File: config.mk
export PLATFORM = sky130hd
export DESIGN_NAME = gregorian_date_step_and_day_number_core
export DESIGN_NICKNAME = d
export VERILOG_FILES = /design/src/rtl/gds_pkg.sv /design/src/rtl/gds_calc.sv /design/src/rtl/gregorian_date_step_and_day_number_core.sv
export SDC_FILE = /design/constraint.sdc
export NUM_CORES = 1
export LEC_CHECK = 0
export BUFFER_PORTS_ARGS = -buffer_cell sky130_fd_sc_hd__buf_2
export CORE_MARGIN = 2
export CORE_UTILIZATION = 25
export CTS_BUF_LIST = sky130_fd_sc_hd__clkbuf_8 sky130_fd_sc_hd__clkbuf_16
export CTS_CLUSTER_DIAMETER = 120
export DETAILED_ROUTE_END_ITERATION = 7
export PLACE_DENSITY = 0.5
export SKIP_LAST_GASP = 1
export SLEW_MARGIN = 20
export SYNTH_ARGS = -nofsm -noshare
export SYNTH_HDL_FRONTEND = slang
export SYNTH_SLANG_ARGS = --single-unit
File: constraint.sdc
create_clock -name clock -period 11.2 [get_ports clock]
set_input_delay 2.8 -clock clock [delete_from_list [all_inputs] [get_ports clock]]
set_output_delay 2.8 -clock clock [all_outputs]
set_load 0.05 [all_outputs]
File: src/rtl/gds_pkg.sv
package gds_pkg;

   localparam logic [13:0] MAX_YEAR = 14'd9999;

   localparam logic [3:0] MONTH_JAN = 4'd1;
   localparam logic [3:0] MONTH_FEB = 4'd2;
   localparam logic [3:0] MONTH_APR = 4'd4;
   localparam logic [3:0] MONTH_JUN = 4'd6;
   localparam logic [3:0] MONTH_SEP = 4'd9;
   localparam logic [3:0] MONTH_NOV = 4'd11;
   localparam logic [3:0] MONTH_DEC = 4'd12;

   // y * RECIP_100 >> RECIP_SHIFT == y / 100 for every 14-bit y
   localparam logic [12:0] RECIP_100   = 13'd5243;
   localparam int          RECIP_SHIFT = 19;

   typedef struct packed {
      logic [4:0]  in_day;
      logic [3:0]  in_month;
      logic [13:0] in_year;
   } req_type;

   typedef struct packed {
      logic        date_valid;
      logic        leap_year;
      logic [4:0]  following_day;
      logic [3:0]  following_month;
      logic [13:0] following_year;
      logic [4:0]  preceding_day;
      logic [3:0]  preceding_month;
      logic [13:0] preceding_year;
      logic [21:0] serial_day;
      logic [5:0]  weeks_before_month;
   } rsp_type;

   function automatic logic [4:0] month_len(input logic [3:0] m, input logic leap);
      logic [4:0] len;
      case (m)
         MONTH_FEB: len = leap ? 5'd29 : 5'd28;
         MONTH_APR, MONTH_JUN, MONTH_SEP, MONTH_NOV: len = 5'd30;
         default: len = 5'd31;
      endcase
      return len;
   endfunction

   // days before the first of the month in a common year
   function automatic logic [8:0] days_before(input logic [3:0] m);
      logic [8:0] days;
      case (m)
         4'd1:    days = 9'd0;
         4'd2:    days = 9'd31;
         4'd3:    days = 9'd59;
         4'd4:    days = 9'd90;
         4'd5:    days = 9'd120;
         4'd6:    days = 9'd151;
         4'd7:    days = 9'd181;
         4'd8:    days = 9'd212;
         4'd9:    days = 9'd243;
         4'd10:   days = 9'd273;
         4'd11:   days = 9'd304;
         4'd12:   days = 9'd334;
         default: days = 9'd0;
      endcase
      return days;
   endfunction

   // ceil(days before month / 7); the leap day only changes October
   function automatic logic [5:0] weeks_before(input logic [3:0] m, input logic leap);
      logic [5:0] weeks;
      case (m)
         4'd1:    weeks = 6'd0;
         4'd2:    weeks = 6'd5;
         4'd3:    weeks = 6'd9;
         4'd4:    weeks = 6'd13;
         4'd5:    weeks = 6'd18;
         4'd6:    weeks = 6'd22;
         4'd7:    weeks = 6'd26;
         4'd8:    weeks = 6'd31;
         4'd9:    weeks = 6'd35;
         4'd10:   weeks = leap ? 6'd40 : 6'd39;
         4'd11:   weeks = 6'd44;
         4'd12:   weeks = 6'd48;
         default: weeks = 6'd0;
      endcase
      return weeks;
   endfunction

endpackage

File: src/rtl/gds_calc.sv
module gds_calc
   import gds_pkg::*;
(
   input  req_type date_in,
   output rsp_type result
);

   logic [4:0]  d;
   logic [3:0]  m;
   logic [13:0] y;
   logic [26:0] prod;
   logic [7:0]  q100;
   logic        r100_zero;
   logic        leap;
   logic [4:0]  mlen;
   logic        valid;
   logic [13:0] yp;
   logic [7:0]  q100p;
   logic [9:0]  days_prior;
   logic [3:0]  pm;

   assign d = date_in.in_day;
   assign m = date_in.in_month;
   assign y = date_in.in_year;

   // One reciprocal multiply gives y / 100; the low bits stay below the
   // constant exactly when y is a multiple of 100.
   assign prod      = 27'(y) * 27'(RECIP_100);
   assign q100      = prod[26:RECIP_SHIFT];
   assign r100_zero = (prod[RECIP_SHIFT-1:0] < 19'(RECIP_100));

   assign leap = ((y[1:0] == 2'd0) && !r100_zero) || (r100_zero && (q100[1:0] == 2'd0));
   assign mlen = month_len(m, leap);

   assign valid = (m >= MONTH_JAN) && (m <= MONTH_DEC) && (y != 14'd0) &&
                  (y <= MAX_YEAR) && (d != 5'd0) && (d <= mlen);

   // quotients of y - 1 follow from those of y
   assign yp    = y - 14'd1;
   assign q100p = q100 - {7'd0, r100_zero};

   assign days_prior = {1'b0, days_before(m)} + {9'd0, (leap && (m > MONTH_FEB))};
   assign pm         = (m == MONTH_JAN) ? MONTH_DEC : (m - 4'd1);

   always_comb begin
      result = '0;
      result.leap_year  = leap;
      result.date_valid = valid;
      if (valid) begin
         if (d == mlen) begin
            result.following_day = 5'd1;
            if (m == MONTH_DEC) begin
               result.following_month = MONTH_JAN;
               result.following_year  = y + 14'd1;
            end else begin
               result.following_month = m + 4'd1;
               result.following_year  = y;
            end
         end else begin
            result.following_day   = d + 5'd1;
            result.following_month = m;
            result.following_year  = y;
         end

         if (d == 5'd1) begin
            result.preceding_day   = month_len(pm, leap);
            result.preceding_month = pm;
            result.preceding_year  = (m == MONTH_JAN) ? yp : y;
         end else begin
            result.preceding_day   = d - 5'd1;
            result.preceding_month = m;
            result.preceding_year  = y;
         end

         result.serial_day = 22'(yp) * 22'd365 + 22'(yp[13:2]) - 22'(q100p) +
                             22'(q100p[7:2]) + 22'(days_prior) + 22'(d);
         result.weeks_before_month = weeks_before(m, leap);
      end
   end

endmodule

File: src/rtl/gregorian_date_step_and_day_number_core.sv
// Path: accepted request beat -> input register -> date math -> result register,
//    whose output is rsp_valid; the two registers form a ready/valid pipeline.
// Throughput: one date per cycle while rsp_ready does not stall the output.
// Reset: synchronous, active high; clears both stage valid flags, payload is not reset.
module gregorian_date_step_and_day_number_core
   import gds_pkg::*;
(
   input  logic    clock,
   input  logic    reset,
   input  logic    req_valid,
   output logic    req_ready,
   input  req_type req_data,
   output logic    rsp_valid,
   input  logic    rsp_ready,
   output rsp_type rsp_data
);

   // stage 1: captured request
   logic    s1_valid_ff, s1_valid_in;
   req_type s1_data_ff;
   // stage 2: finished result waiting for the consumer
   logic    rsp_valid_ff, rsp_valid_in;
   rsp_type rsp_data_ff;

   rsp_type calc_result;
   logic    out_take;   // result register can load this cycle
   logic    s1_take;    // input register can load this cycle

   assign out_take  = !rsp_valid_ff || rsp_ready;
   assign s1_take   = !s1_valid_ff || out_take;
   assign req_ready = s1_take;

   // all the calendar math sits between the two registers
   gds_calc u_calc (
      .date_in (s1_data_ff),
      .result  (calc_result)
   );

   always_comb begin
      s1_valid_in  = s1_take ? req_valid : s1_valid_ff;
      rsp_valid_in = out_take ? s1_valid_ff : rsp_valid_ff;
   end

   always_ff @(posedge clock) begin
      if (reset) begin
         s1_valid_ff  <= 1'b0;
         rsp_valid_ff <= 1'b0;
      end else begin
         s1_valid_ff  <= s1_valid_in;
         rsp_valid_ff <= rsp_valid_in;
      end
   end

   // payload: new request beat only when stage 1 frees up; result holds while stalled
   always_ff @(posedge clock) begin
      if (s1_take && req_valid) begin
         s1_data_ff <= req_data;
      end
      if (out_take && s1_valid_ff) begin
         rsp_data_ff <= calc_result;
      end
   end

   assign rsp_valid = rsp_valid_ff;
   assign rsp_data  = rsp_data_ff;

endmodule

==> results.json, run 1 <==
{
  "status": "complete, no violations",
  "cpPeakStageDelay_ns": 0.56,
  "antenna_found_initial": 0,
  "synth_compound_area_share_pct": 8.91,
  "yosysTopAreaCell": "fa_1",
  "synth_top_family_by_area": "adder cells",
  "yosysTopAreaCellShare_pct": 22.5,
  "hpwl_um": 30600,
  "timing.rr.end": "rsp_data[27]",
  "synth_edf_count": 99,
  "cp_common_cell": "fa_1",
  "syn_inst": 1354,
  "grt.total_usage_pct": 13.1,
  "cts-root-buf": "clkbuf_16",
  "yosysSeqAreaShare_pct": 23.2,
  "cp_slowest_cell": "edfxtp_1",
  "cts-buffers-inserted": 9,
  "async_reset_ff_share_pct": 0,
  "gp_congestion": 0.842,
  "final_max_slew_viol_count": 0,
  "rows": 86,
  "placed_cells": 2169,
  "fin_cells": 2187,
  "start_util_pct": 25.1,
  "critPathRequiredTime_ns": 11.32,
  "rsz0062_at_grt": "yes",
  "port_buffers": 104,
  "antenna_cells": 0,
  "drt_iter0_markers": 493,
  "core_um2": 54800,
  "syn_area_um2": 13800,
  "reg2reg_slack_ns": 0.51,
  "grt_max_degree": 64,
  "io_pins": 105,
  "cts_tree": "built",
  "finalNetCount": 1904,
  "synth-seq-cells": 110,
  "drive_above_1_share_pct": 11.5,
  "cts.sinks": 110,
  "holdBufCountCts": 0,
  "skew_ns": 0.0174,
  "synth.cells.most_frequent": "inv_1, ha_1, fa_1",
  "reg2regPathDepth": 38,
  "fmax_ghz": 0.0936,
  "crit_type": "reg -> reg",
  "ys_types": 65,
  "min_period_over_period_pct": 95.4,
  "post-route-drc-count": 0,
  "clock_latency_ns": 0.40,
  "drtPass1Iterations": 5,
  "cp-end-kind": "flip-flop",
  "syn_to_final_growth_pct": 13.9,
  "grt_pass1_vias": 9834,
  "final-hold-violation-count": 0,
  "synth_area_per_cell_um2": 10.2,
  "die_area_um2": 57000,
  "htree_levels": 3,
  "muxShareOfSynthArea_pct": 0.891,
  "vias": 9617,
  "synth.most_common_cell": "inv_1",
  "syn_nets": 1780,
  "fp.dieH_um": 239,
  "ys.flop_type": "edfxtp_1",
  "setup-violations-final": 0,
  "crit_start": "s1_data_ff[9]",
  "arrival_ns": 10.81,
  "drv_cap": 0,
  "drt-vias-per-instance": 4.40,
  "setup_tns_ns": 0,
  "worst-path-max-fanout": 6,
  "yosysWarningCount": 0,
  "ant_nets": 0,
  "drt-wirelength-per-cell_um": 16.7,
  "wl_um": 36600,
  "synthTopCellsByArea": "fa_1, ha_1, edfxtp_1, inv_1, xnor2_1",
  "grt_pass1_wl_um": 56600,
  "synth_xor_area_share_pct": 5.54,
  "grt-ovfl-total": 0,
  "min_period_ns": 10.69,
  "r2r-start": "s1_data_ff[9]",
  "slew_headroom_pct": 29.6,
  "synthAdderAreaFrac_pct": 44.8,
  "synth-simple-area-share_pct": 8.53,
  "tightest_slew_ns": 1.05,
  "die_x_um": 239,
  "hold_class": "reg -> reg",
  "cts_buffer_depth": 2,
  "start_kind": "flip-flop",
  "crit_end": "rsp_data[27]",
  "path_clk_slew_ns": 0.10
}
-- routing by layer --
metal  up-vias  GRT usage (%)  wire length (um)
met3        28           2.32              1310
met2       157           21.0             16700
met5         -              0                 0
li1       4700              -                 -
met1      4732           18.2             17900
met4         0           3.39               614
-- metrics by stage --
stage,cell area [um^2],setup WS [ns],util (%),hold WS (ns)
2_1_floorplan,13800,0.897,-,0.478
3_3_place_gp,15300,0.332,28.0,0.504
3_5_place_dp,15300,0.171,28.0,0.515
4_1_cts,15600,0.151,28.5,0.538
5_1_grt,15700,-0.0159,28.6,0.562
6_report,15700,0.512,28.6,0.532
-- critical path: cells and delay by family, from the launching register on --
kind / cells / cell delay (ns)
compound gates: 9 / 1.97
simple gates: 7 / 0.91
fa+ha+maj: 14 / 6.01
buf+inv: 5 / 0.39
flops: 1 / 0.56
xor+xnor: 3 / 0.56
-- cell families (layout without fill, tap and decap cells) --
kind of cell | after synthesis | in the layout
mux | 12 | 12
simple gates | 256 | 256
flops | 110 | 110
buf+inv | 299 | 428
xor+xnor | 87 | 87
compound gates | 190 | 190
fa+ha+maj | 400 | 400
-- registers in the layout (all words and copies together), names as in the netlist, named ones only --
name and flops:
rsp_valid 1, s1_valid_ff 1, rsp_data 76, s1_data_ff 23
-- area by class of cell --
cell class	instances	area, um^2
tap	704	881
multi-input combinational	945	9490
fill	5788	39100
clock inverter	7	97.6
clock buffer	9	225
sequential	110	3190
inverter	278	1040
timing repair buffer	134	746
-- worst min path at each step --
stage	start	end	slack, ns	depth (start not counted)
6_report	s1_valid_ff	rsp_valid	0.53	2
5_1_grt	s1_valid_ff	rsp_valid	0.56	2
4_1_cts	s1_valid_ff	rsp_valid	0.54	2
2_1_floorplan	s1_valid_ff	rsp_valid	0.48	2
3_3_place_gp	s1_valid_ff	rsp_valid	0.50	2
3_5_place_dp	s1_valid_ff	rsp_valid	0.52	2
-- cells in the final DEF, fill, tap and decap left out, types with 6 or more instances in the layout --
cell type,instances
o21ai_1,12
nand2b_1,7
nor2b_1,6
inv_1,276
nor3_1,27
nand3_1,27
fa_1,155
o21ai_0,30
mux2i_1,10
buf_2,104
a21o_1,14
xor2_1,20
nand4_1,9
xnor2_1,66
nor2_1,94
ha_1,244
o21bai_1,10
nand2_1,56
clkbuf_16,9
edfxtp_1,99
a21oi_1,66
buf_4,30
and2_1,6
a211oi_1,9
o21a_1,6
dfxtp_1,11
-- repair_timing --
item                                    4_1_cts  5_1_grt
buffers inserted                              0        2
hold endpoints to repair                      0        0
gates resized for setup                       0        4
endpoints found under the setup margin        0        5
Power of run 1 is not shown: default switching activity piles up to over one toggle a cycle in this logic, so the estimate is an artifact.
==> run 2: changes to the inputs <==
- ABC_AREA: unset -> 1
- GPL_TIMING_DRIVEN: unset -> 0
- REMOVE_ABC_BUFFERS: unset -> 1
==> run 2 against run 1 <==
Highest routed layer is now met5. Core utilization grew 0.078 points. Routed wire length rose by 5.2%. Register-to-register slack improved by 0.17 ns. Synthesized cell count increased by 14%.
==> results.json, run 2 <==
{
  "final_max_slew_viol_count": 0,
  "slew_headroom_pct": 29.2,
  "synth.most_common_cell": "inv_1",
  "cts_buffer_depth": 2,
  "holdBufCountCts": 0,
  "start_kind": "flip-flop",
  "hpwl_um": 32200,
  "final_common_cell": "inv_1",
  "antenna_found_initial": 1,
  "worst-path-max-fanout": 11,
  "largest_reg_flops": 76,
  "cp-end-kind": "flip-flop",
  "synth.cells.most_frequent": "inv_1, ha_1, nand2_1",
  "io_pins": 105,
  "fin_area_um2": 16100,
  "crit_type": "reg -> reg",
  "drt-vias-per-instance": 4.35,
  "cts_tree": "built",
  "setup_tns_ns": 0,
  "die_area_um2": 58400,
  "path_delay_family": "adder cells",
  "tightest_slew_ns": 1.06,
  "grt_pass1_wl_um": 60400,
  "drtPass1Iterations": 7,
  "cpPeakStageDelay_ns": 0.81,
  "critPathRequiredTime_ns": 11.33,
  "cts-root-buf": "clkbuf_16",
  "yosysWarningCount": 0,
  "post-route-drc-count": 0,
  "htree_levels": 3,
  "core_um2": 56200,
  "hold_class": "reg -> reg",
  "layout_common_cells": "inv_1, ha_1, nand2_1, fa_1, buf_2",
  "antenna_cells": 0,
  "cts-buffers-inserted": 9,
  "fp.dieH_um": 242,
  "syn_inst": 1543,
  "rows": 87,
  "grt_max_degree": 38,
  "syn_area_um2": 14100,
  "min_period_over_period_pct": 93.9,
  "gp_congestion": 0.872,
  "synth_area_per_cell_um2": 9.15,
  "clock_latency_ns": 0.39,
  "port_buffers": 104,
  "rsz0062_at_grt": "no",
  "min_period_ns": 10.52,
  "drive_above_1_share_pct": 12.7,
  "drv_cap": 0,
  "syn_to_final_growth_pct": 14.2,
  "arrival_ns": 10.65,
  "cts.sinks": 110,
  "skew_ns": 0.0251,
  "path_clk_slew_ns": 0.09,
  "drt_iter0_markers": 553,
  "grt-ovfl-total": 0,
  "wl_um": 38500,
  "start_util_pct": 25.1,
  "ys.flop_type": "edfxtp_1",
  "synth_edf_count": 99,
  "drt-wirelength-per-cell_um": 15.8,
  "vias": 10593,
  "synth-seq-cells": 110,
  "grt_pass1_vias": 10779,
  "yosysSeqAreaShare_pct": 22.6,
  "crit_buf_inv": 7,
  "holdWs_ns": 0.532,
  "postPlaceCellArea_um2": 15700,
  "cp_common_cell": "fa_1",
  "die_x_um": 242,
  "grt.total_usage_pct": 13.4,
  "setup-violations-final": 0,
  "finalNetCount": 2100,
  "cp_slowest_cell": "edfxtp_1",
  "fmax_ghz": 0.0951,
  "ant_nets": 0,
  "yosysTopAreaCellShare_pct": 22.0,
  "yosysTopAreaCell": "fa_1",
  "synthTopCellsByArea": "fa_1, ha_1, edfxtp_1, inv_1, nand2_1",
  "async_reset_ff_share_pct": 0,
  "ys_types": 44,
  "status": "complete, no violations",
  "final-hold-violation-count": 0
}
run 2: metrics by stage:
step	utilization, %	setup WS (ns)	cells
2_1_floorplan	-	2.04	1532
3_3_place_gp	27.7	0.542	2392
3_5_place_dp	27.9	0.531	2396
4_1_cts	28.4	0.503	2412
5_1_grt	28.7	0.0778	2435
6_report	28.7	0.680	2435
run 2: final cells by class:
type,count,area (um^2)
clock buffers,11,253
inverters,360,1350
multi-input cells,1062,9540
repair buffers,131,803
clock inverters,5,40.0
fillers,6016,40000
flip-flops and latches,110,3190
well taps,756,946
run 2: tightest hold or removal path: cells and delay by family, from the launching register on:
| family | cells | cell delay, ns |
|---|---|---|
| AO/OA/AOI/OAI | 1 | 0.05 |
| flip-flops | 1 | 0.36 |
| AND/OR/NAND/NOR | 1 | 0.08 |
run 2: cells by family after synthesis:
group	count (synthesis)	share of synthesized area, %
fa+ha+maj	399	43.6
buf+inv	371	9.96
xor+xnor	33	2.21
simple gates	424	13.5
compound gates	206	8.09
flops	110	22.6
run 2: timing repair:
item,CTS,global route
setup buffers,0,23
setup endpoints to repair,0,5
resized for setup,0,1
run 2: worst paths after layout:
check,from,end,slack [ns],cells past startpoint
max,s1_data_ff[10],rsp_data[26],0.68,43
min reg2reg,rsp_valid,rsp_valid,0.53,2
min,rsp_valid,rsp_valid,0.53,2
max reg2reg,s1_data_ff[10],rsp_data[26],0.68,43
run 2: per-layer routing:
layer / vias to the layer above / global-route usage, % / wire (um)
met5: - / 0 / 7
met4: 2 / 3.21 / 638
met3: 26 / 2.38 / 1870
met2: 236 / 21.8 / 17600
met1: 5137 / 18.4 / 18400
li1: 5192 / - / -
Power of run 2 is left out for the same reason.
==> run 3: changes to the inputs <==
- SETUP_SLACK_MARGIN: unset -> 0.5
- SYNTH_HIERARCHICAL: unset -> 1
==> run 3 against run 2 <==
Non-clock buffer count increased by 22. Clock-buffer cell count decreased by 2. Critical path depth increased by 3. Fmax increased by 4.1%. Largest cell class unchanged.
==> results.json, run 3 <==
{
  "status": "complete, no violations",
  "final_common_cell": "inv_1",
  "grt_max_degree": 28,
  "cts-root-buf": "clkbuf_16",
  "antenna_found_initial": 1,
  "yosysTopAreaCellShare_pct": 22.5,
  "timing.rr.end": "rsp_data[23]",
  "synth.most_common_cell": "inv_1",
  "final-hold-violation-count": 0,
  "reg2reg_slack_ns": 1.09,
  "synth_area_per_cell_um2": 9.22,
  "cts.sinks": 101,
  "grt_pass1_wl_um": 56600,
  "fp.dieH_um": 239,
  "holdWs_ns": 0.520,
  "synth_edf_count": 99,
  "slew_headroom_pct": 29.3,
  "worst-path-max-fanout": 5,
  "grt.total_usage_pct": 13.1,
  "final_max_slew_viol_count": 0,
  "cp-end-kind": "flip-flop",
  "yosysWarningCount": 6,
  "core_um2": 54900,
  "wl_um": 36200,
  "ant_nets": 0,
  "ys.flop_type": "edfxtp_1",
  "final_core_util_pct": 29.1,
  "start_kind": "flip-flop",
  "holdBufCountCts": 0,
  "grt-ovfl-total": 0,
  "r2r-start": "s1_data_ff[5]",
  "synth.cells.most_frequent": "inv_1, ha_1, nand2_1",
  "synth-seq-cells": 101,
  "cts_buffer_depth": 2,
  "hold_depth": 2,
  "hpwl_um": 31000,
  "finalNetCount": 2064,
  "vias": 10107,
  "setup-violations-final": 0,
  "min_period_ns": 10.11,
  "min_to": "s1_valid_ff",
  "drt-wirelength-per-cell_um": 15.4,
  "rows": 86,
  "gp_congestion": 0.833,
  "drtPass1Iterations": 6,
  "multiInputGateArea_um2": 9420,
  "clock_latency_ns": 0.40,
  "path_clk_slew_ns": 0.08,
  "die_area_um2": 57100,
  "drv_cap": 0,
  "io_pins": 105,
  "drt_iter0_markers": 417,
  "min_from": "s1_valid_ff",
  "reg2regPathDepth": 46,
  "layout_common_cells": "inv_1, ha_1, nand2_1, fa_1, buf_2",
  "cpPeakStageDelay_ns": 0.54,
  "arrival_ns": 10.25,
  "skew_ns": 0.0169,
  "port_buffers": 104,
  "yosysTopAreaCell": "fa_1",
  "syn_inst": 1496,
  "critPathRequiredTime_ns": 11.34,
  "largest_reg_flops": 76,
  "post-route-drc-count": 0,
  "tightest_slew_ns": 1.06,
  "fmax_ghz": 0.0990,
  "hold_class": "reg -> reg",
  "start_util_pct": 25.1,
  "drt-vias-per-instance": 4.29,
  "setup_tns_ns": 0,
  "crit_type": "reg -> reg",
  "cts-buffers-inserted": 9,
  "grt_pass1_vias": 10440,
  "syn_to_final_growth_pct": 15.8,
  "drive_above_1_share_pct": 15.6,
  "ys_types": 50,
  "placed_cells": 2294,
  "async_reset_ff_share_pct": 0,
  "synthTopCellsByArea": "fa_1, edfxtp_1, ha_1, inv_1, nand2_1",
  "htree_levels": 3,
  "yosysSeqAreaShare_pct": 21.8,
  "register_area_um2": 3010,
  "cp_slowest_cell": "fa_1",
  "fillCellCount": 5869,
  "fin_cells": 2355,
  "min_period_over_period_pct": 90.2,
  "syn_area_um2": 13800,
  "die_x_um": 239,
  "cts_tree": "built",
  "rsz0062_at_grt": "no"
}
## run 3: what timing repair did
item	CTS	global route
gates resized for setup	0	12
hold endpoints to repair	0	0
buffers inserted	0	44
setup endpoints to repair	0	13
## run 3: final cells by class
class,instances,area share (%)
multi-input combinational,1025,58.9
sequential,101,18.9
inverter,355,8.36
timing repair buffer,153,6.30
tap,704,5.51
clock buffer,9,1.41
clock inverter,7,0.603
antenna,1,0.0157
## run 3: kinds of logic after synthesis
family | share of synthesized area (%)
flip-flops | 21.8
adder cells (fa/ha/maj) | 44.0
AO/OA/AOI/OAI | 7.06
AND/OR/NAND/NOR | 13.9
XOR/XNOR | 2.91
buffers and inverters | 10.3
## run 3: critical path: cells and delay by family, from the launching register on
| kind | cells | cell delay [ns] |
|---|---|---|
| compound gates | 6 | 0.97 |
| xor+xnor | 1 | 0.15 |
| fa+ha+maj | 15 | 6.10 |
| buf+inv | 9 | 0.71 |
| flops | 1 | 0.50 |
| simple gates | 15 | 1.39 |
## run 3: how the worst max path moves through the flow
stage | end | slack (ns) | start
after floorplan | rsp_data[23] | 1.75 | s1_data_ff[4]
after global placement | rsp_data[23] | 0.59 | s1_data_ff[7]
after detailed placement | rsp_data[23] | 0.58 | s1_data_ff[6]
after CTS | rsp_data[23] | 0.53 | s1_data_ff[6]
after global routing | rsp_data[24] | 0.50 | s1_data_ff[12]
final | rsp_data[23] | 1.09 | s1_data_ff[5]
## run 3: per-stage QoR
stage	area (um^2)	worst slack, ns
final	16000	1.09
after global routing	16000	0.504
after CTS	15600	0.528
after detailed placement	15300	0.580
after global placement	15100	0.591
after floorplan	13700	1.75
## run 3: layer usage
metal	part of all wire, %	vias to the layer above	wire length (um)	track usage (%)
met4	3.4	2	1220	5.66
li1	-	5064	-	-
met1	44	4830	15800	15.7
met2	50	165	18100	23.1
met3	3.1	46	1110	2.02
met5	0.036	-	13	0
Power of run 3 is left out for the same reason.
